## src/rtl/spq_pkg.sv

```systemverilog
package spq_pkg;

  localparam int unsigned CAPACITY = 16;
  localparam int unsigned CNT_W    = $clog2(CAPACITY + 1);
  localparam int unsigned VALUE_W  = 32;
  localparam int unsigned RANK_W   = 16;
  localparam int unsigned FILL_W   = 5;
  localparam int unsigned SPAN_W   = (CNT_W > FILL_W) ? CNT_W : FILL_W;

  localparam logic OP_ENQ = 1'b0;
  localparam logic OP_DEQ = 1'b1;

  // Fill level reported when the store is full, masked to the port width
  localparam logic [FILL_W-1:0] FULL_FILL = FILL_W'(CAPACITY);

  typedef enum logic [1:0] {
    ST_ENQ      = 2'd0,
    ST_DEQ      = 2'd1,
    ST_EMPTY    = 2'd2,
    ST_FULL     = 2'd3
  } spq_status_e;

  typedef struct packed {
    logic signed [VALUE_W-1:0] value;
    logic        [RANK_W-1:0]  rank;
  } spq_entry_t;

  typedef struct packed {
    logic       enq;
    logic       deq;
    spq_entry_t item;
  } spq_cmd_t;

endpackage

```

## src/rtl/spq_cell.sv

```systemverilog
module spq_cell (
  input  logic              clk_i,
  input  logic              rst_ni,
  input  spq_pkg::spq_cmd_t cmd_i,
  input  logic              left_keep_i,
  input  logic              left_valid_i,
  input  spq_pkg::spq_entry_t left_entry_i,
  input  logic              right_valid_i,
  input  spq_pkg::spq_entry_t right_entry_i,
  output logic              valid_o,
  output spq_pkg::spq_entry_t entry_o,
  output logic              keep_o
);

  logic                valid_q, valid_d;
  spq_pkg::spq_entry_t entry_q, entry_d;

  // Entry stays put when it ranks at or before the new item
  assign keep_o = valid_q && (entry_q.rank <= cmd_i.item.rank);

  always_comb begin
    valid_d = valid_q;
    entry_d = entry_q;
    if (cmd_i.enq) begin
      if (keep_o) begin
        valid_d = valid_q;
        entry_d = entry_q;
      end else if (left_keep_i) begin
        valid_d = 1'b1;
        entry_d = cmd_i.item;
      end else begin
        valid_d = left_valid_i;
        entry_d = left_entry_i;
      end
    end else if (cmd_i.deq) begin
      // advance towards the head
      valid_d = right_valid_i;
      entry_d = right_entry_i;
    end
  end

  always_ff @(posedge clk_i or negedge rst_ni) begin
    if (!rst_ni) begin
      valid_q <= 1'b0;
    end else begin
      valid_q <= valid_d;
    end
  end

  always_ff @(posedge clk_i) begin
    entry_q <= entry_d;
  end

  assign valid_o = valid_q;
  assign entry_o = entry_q;

endmodule

```

## src/rtl/sorted_priority_queue_top.sv

```systemverilog
// Sorted priority queue of spq_pkg::CAPACITY entries held in a row of cells, lowest rank at
// the head; equal ranks leave in arrival order. Each request (enqueue or dequeue) yields one
// result carrying a status, the removed entry on a successful dequeue and the fill level.
// Every cell compares against the incoming rank and shifts in the same cycle, so a new request
// is accepted every cycle while results are being taken; the single output register holds a
// result until it is taken, and a request is accepted whenever that register is empty or
// being drained. Enqueue on a full store and dequeue on an empty one leave the store as is.
module sorted_priority_queue_top (
  input  logic        clk_i,
  input  logic        rst_ni,
  input  logic        in_valid_i,
  output logic        in_ready_o,
  input  logic        operation_i,
  input  logic signed [31:0] item_value_i,
  input  logic [15:0] item_rank_i,
  output logic        out_valid_o,
  input  logic        out_ready_i,
  output logic [1:0]  status_o,
  output logic signed [31:0] out_value_o,
  output logic [15:0] out_rank_o,
  output logic [4:0]  fill_level_o
);

  localparam int unsigned N = spq_pkg::CAPACITY;

  logic                accept;
  logic                full, empty;
  spq_pkg::spq_cmd_t   cmd;
  logic                cell_valid [N];
  spq_pkg::spq_entry_t cell_entry [N];
  logic                cell_keep  [N];

  logic [spq_pkg::CNT_W-1:0]  cnt_q, cnt_d;
  logic [spq_pkg::SPAN_W-1:0] span;

  logic                        out_valid_q;
  spq_pkg::spq_status_e        status_q, status_d;
  spq_pkg::spq_entry_t         head_q, head_d;
  logic [spq_pkg::FILL_W-1:0]  fill_q;

  assign in_ready_o = !out_valid_q || out_ready_i;
  assign accept     = in_valid_i && in_ready_o;
  assign full       = cell_valid[N-1];
  assign empty      = !cell_valid[0];

  always_comb begin
    cmd.item.value = item_value_i;
    cmd.item.rank  = item_rank_i;
    cmd.enq        = accept && (operation_i == spq_pkg::OP_ENQ) && !full;
    cmd.deq        = accept && (operation_i == spq_pkg::OP_DEQ) && !empty;
  end

  for (genvar g = 0; g < N; g++) begin : g_cell
    logic                left_keep, left_valid, right_valid;
    spq_pkg::spq_entry_t left_entry, right_entry;

    if (g == 0) begin : g_head
      assign left_keep  = 1'b1;
      assign left_valid = 1'b0;
      assign left_entry = '0;
    end else begin : g_mid
      assign left_keep  = cell_keep[g-1];
      assign left_valid = cell_valid[g-1];
      assign left_entry = cell_entry[g-1];
    end

    if (g == N - 1) begin : g_tail
      assign right_valid = 1'b0;
      assign right_entry = '0;
    end else begin : g_body
      assign right_valid = cell_valid[g+1];
      assign right_entry = cell_entry[g+1];
    end

    spq_cell u_cell (
      .clk_i         (clk_i),
      .rst_ni        (rst_ni),
      .cmd_i         (cmd),
      .left_keep_i   (left_keep),
      .left_valid_i  (left_valid),
      .left_entry_i  (left_entry),
      .right_valid_i (right_valid),
      .right_entry_i (right_entry),
      .valid_o       (cell_valid[g]),
      .entry_o       (cell_entry[g]),
      .keep_o        (cell_keep[g])
    );
  end

  always_comb begin
    cnt_d    = cnt_q;
    status_d = spq_pkg::ST_ENQ;
    head_d   = '0;
    if (operation_i == spq_pkg::OP_ENQ) begin
      if (full) begin
        status_d = spq_pkg::ST_FULL;
      end else begin
        status_d = spq_pkg::ST_ENQ;
        cnt_d    = cnt_q + 1'b1;
      end
    end else begin
      if (empty) begin
        status_d = spq_pkg::ST_EMPTY;
      end else begin
        status_d = spq_pkg::ST_DEQ;
        head_d   = cell_entry[0];
        cnt_d    = cnt_q - 1'b1;
      end
    end
  end

  // mask the count to the port width
  assign span = spq_pkg::SPAN_W'(cnt_d);

  always_ff @(posedge clk_i or negedge rst_ni) begin
    if (!rst_ni) begin
      cnt_q       <= '0;
      out_valid_q <= 1'b0;
    end else begin
      if (accept) begin
        cnt_q       <= cnt_d;
        out_valid_q <= 1'b1;
      end else if (out_ready_i) begin
        out_valid_q <= 1'b0;
      end
    end
  end

  always_ff @(posedge clk_i) begin
    if (accept) begin
      status_q <= status_d;
      head_q   <= head_d;
      fill_q   <= span[spq_pkg::FILL_W-1:0];
    end
  end

  assign out_valid_o  = out_valid_q;
  assign status_o     = status_q;
  assign out_value_o  = head_q.value;
  assign out_rank_o   = head_q.rank;
  assign fill_level_o = fill_q;

endmodule

```

## config.mk

```make
export PLATFORM = sky130hd
export DESIGN_NAME = sorted_priority_queue_top
export DESIGN_NICKNAME = d
export VERILOG_FILES = /design/src/rtl/spq_pkg.sv /design/src/rtl/spq_cell.sv /design/src/rtl/sorted_priority_queue_top.sv
export SDC_FILE = /design/constraint.sdc
export NUM_CORES = 2
export LEC_CHECK = 0
export BUFFER_PORTS_ARGS = -buffer_cell sky130_fd_sc_hd__clkbuf_2
export CORE_MARGIN = 2
export CORE_UTILIZATION = 30
export CTS_CLUSTER_DIAMETER = 100
export CTS_CLUSTER_SIZE = 12
export DETAILED_ROUTE_END_ITERATION = 8
export SLEW_MARGIN = 20
export SYNTH_ARGS = -nofsm -noshare
export SYNTH_HDL_FRONTEND = slang
export SYNTH_SLANG_ARGS = --single-unit
```

## constraint.sdc

```tcl
create_clock -name clk_i -period 17.3 [get_ports clk_i]
set_input_delay 5.19 -clock clk_i [delete_from_list [all_inputs] [get_ports clk_i]]
set_output_delay 5.19 -clock clk_i [all_outputs]
set_load 0.02 [all_outputs]
```

==> results.sh <==
export IMPL_status="finished clean"
export IMPL_path_cells="clkbuf_2 > nand2b_1 > clkbuf_2"
export IMPL_die_x_microns=401
export IMPL_cap_violations=0
export IMPL_placed_area_sq_um=49500
export IMPL_p_sw_mw=2.11
export IMPL_ys_ff_latch=845
export IMPL_pwr_share_comb_pct=26.2
export IMPL_r2r_slack_ns=12.73
export IMPL_dp_cells=6781
export IMPL_clock_fmax_ghz=0.0927
export IMPL_most_common_layout_cells="a21oi_1 (1,101), nand2_1 (972), edfxtp_1 (823)"
export IMPL_initialDrtViolationCount=5583
export IMPL_clock_latency_ns=0.70
export IMPL_hp_class="reg2reg"
export IMPL_fp_dieH_microns=401
export IMPL_crit_path_frequent_cell="clkbuf_2"
export IMPL_relSlewSlack_pct=23.8
export IMPL_leakage_nw=19.4
export IMPL_slowest_delay_ns=0.17
export IMPL_mappedNetlistArea_sq_um=47200
export IMPL_sw_frac_of_total_pct=35.1
export IMPL_hpwl_mm=100
export IMPL_tightest_slew_ns=1.14
export IMPL_finalPower_mw=6.02
export IMPL_crit_slowest_cell="clkbuf_2"
export IMPL_final_area_sq_um=51800
export IMPL_start_util_pct=30.2
export IMPL_cp_required_ns=12.11
export IMPL_finalSetupViolCount=0
export IMPL_drive_above_1_share_pct=8.51
export IMPL_cts_hold_buf=0
export IMPL_syn_nets=5251
export IMPL_synthesis_instances=4956
export IMPL_synth_enable_flop_cells=823
export IMPL_finalNonFillerCells=6903
export IMPL_yosysWarnings=0
export IMPL_ys_types=57
export IMPL_synth_async_reset_ratio_pct=2.60
export IMPL_area_delta_synth_final_pct=9.70
export IMPL_drt_pass1_iter_count=6
export IMPL_synth_top_flop_cell="edfxtp_1"
export IMPL_nFillCells=15805
export IMPL_grt_max_degree=212
export IMPL_htree_levels=3
export IMPL_routedWlPerCell_microns=25.4
export IMPL_maxSlewViolCount=0
export IMPL_postCtsSetupBuffers=0
export IMPL_p_int_mw=3.90
export IMPL_cp_max_fo=3
export IMPL_antenna_found_initial=11
export IMPL_cts_max_path_buffers=3
export IMPL_synth_avg_cell_area_sq_um=9.53
export IMPL_cts_clk_slew_worst_paths_ns=0.06
export IMPL_drt_wl_total_mm=175
export IMPL_cp_end_kind="output pin"
export IMPL_crit_path_start_kind="primary input"
export IMPL_min_period_ns=10.79
export IMPL_gp_congestion=0.924
export IMPL_cts_made_buffers=80
export IMPL_num_io_pins=110
export IMPL_cts_tree="done"
export IMPL_p_clk_share_pct=28.4
export IMPL_min_period_over_period_pct=62.4
export IMPL_ff_latch_area_sq_um=25300
export IMPL_die_area_sq_um=161000
export IMPL_final_common_cell="a21oi_1"
export IMPL_overflow=0
export IMPL_layout_nets=5101
export IMPL_arrival_ns=5.60
export IMPL_core_sq_um=156000
export IMPL_cts_sinks=845
export IMPL_peakVddDrop_mv=0.0968
export IMPL_drc=0
export IMPL_cts_resized=0
export IMPL_clockRootBuffer="clkbuf_16"
export IMPL_grtUsageTotal_pct=21.0
export IMPL_pwr_density_cell_nw_per_um2=116
export IMPL_synth_seq_area_share_pct=53.5
export IMPL_critical_path_class="in2out"
export IMPL_rsz0062_at_grt="no"
export IMPL_vias_per_cell=5.85
export IMPL_fin_util_pct=33.2
export IMPL_antenna_left=0
export IMPL_grt_pass1_wl_mm=257
export IMPL_finalHoldViolCount=0
export IMPL_fin_setup_tns_ns=0
export IMPL_multi_input_area_sq_um=20300
export IMPL_io_buffers=109
export IMPL_via_count=40368
export IMPL_num_rows=145
export IMPL_first_global_vias=38261
export IMPL_skew_ns=0.0418
export IMPL_power_frac_seq_pct=45.4
-- metal layers --
layer | up-vias | routed length (microns) | global-route usage [%]
li1 | 17711 | - | -
met1 | 19632 | 72300 | 29.7
met2 | 2606 | 74700 | 31.2
met3 | 405 | 21300 | 5.19
met4 | 14 | 6860 | 7.44
met5 | - | 80 | 0
-- critical path, delay by kind of cell --
family	cells	cell delay, ns
buf+inv	2	0.25
simple gates	1	0.16
-- power by group through the flow --
stage          sequential [mW]  combinational [mW]  clock, mW
2_1_floorplan             2.73               0.981          0
3_3_place_gp              2.76                1.49          0
3_5_place_dp              2.76                1.53          0
4_1_cts                   2.72                1.54       1.73
5_1_grt                   2.75                1.69       1.79
6_report                  2.73                1.58       1.71
-- metrics by stage --
step	setup WS, ns	hold WS [ns]
3_5_place_dp	6.50	0.484
2_1_floorplan	6.38	0.467
3_3_place_gp	6.49	0.482
4_1_cts	6.50	0.499
5_1_grt	6.48	0.554
6_report	6.51	0.495
-- cell usage after synthesis, types with 7 or more instances --
library cell,instances,area (sq um)
a21o_1,33,248
a21oi_1,1112,5570
a22oi_1,10,75.1
a31oi_1,35,219
and2_1,11,68.8
and3_1,54,338
buf_1,26,97.6
buf_2,105,526
clkbuf_1,272,1020
dfrtp_1,22,551
edfxtp_1,823,24700
ha_1,242,3030
inv_1,57,214
mux2i_1,48,480
nand2_1,987,3700
nand2b_1,12,75.1
nand3_1,8,40.0
nand4_1,51,319
nor2_1,534,2000
nor2b_1,9,56.3
nor3_1,7,35.0
o21a_1,10,75.1
o21ai_0,176,881
o221a_1,30,338
o221a_2,84,946
o221ai_1,40,350
o22ai_1,12,75.1
o32ai_1,48,420
or3_1,39,244
-- final timing paths --
check                             from                           end  cells past startpoint
min in group asynchronous       rst_ni                   out_valid_o                      1
hold / removal                cnt_q[4]                      cnt_q[4]                      2
hold reg to reg               cnt_q[4]                      cnt_q[4]                      2
setup reg to reg           out_valid_o  g_cell[4].u_cell.entry_o[29]                      8
setup / recovery           out_ready_i                    in_ready_o                      3
max in group asynchronous       rst_ni      g_cell[0].u_cell.valid_o                      1
-- state kept, by name, indices dropped and copies added (netlist names) --
| name | count |
|---|---|
| out_valid_o | 1 |
| fill_level_o | 5 |
| out_rank_o | 16 |
| cnt_q | 5 |
| out_value_o | 32 |
| g_cell.u_cell.entry_o | 768 |
| g_cell.u_cell.valid_o | 16 |
| status_o | 2 |
-- logic make-up (layout without fill, tap and decap cells) --
logic type / count (synthesis) / after routing / synth area share [%]
flops: 845 / 845 / 53.5
fa+ha+maj: 242 / 242 / 6.41
buf+inv: 469 / 356 / 4.13
simple gates: 1732 / 1732 / 14.9
other cells: 0 / 2 / 0
compound gates: 1614 / 1614 / 19.9
mux: 48 / 48 / 1.02
xor+xnor: 6 / 6 / 0.111
-- layout make-up --
cell class / instances / share of cell area [%]
Antenna cell: 2 / 0.00966
Clock buffer: 112 / 4.18
Multi-Input combinational cell: 3642 / 39.1
Inverter: 57 / 0.420
Tap cell: 2058 / 4.97
Timing Repair Buffer: 180 / 2.26
Sequential cell: 845 / 48.8
Clock inverter: 7 / 0.220
No activity file was read; power rests on OpenSTA's default activity.
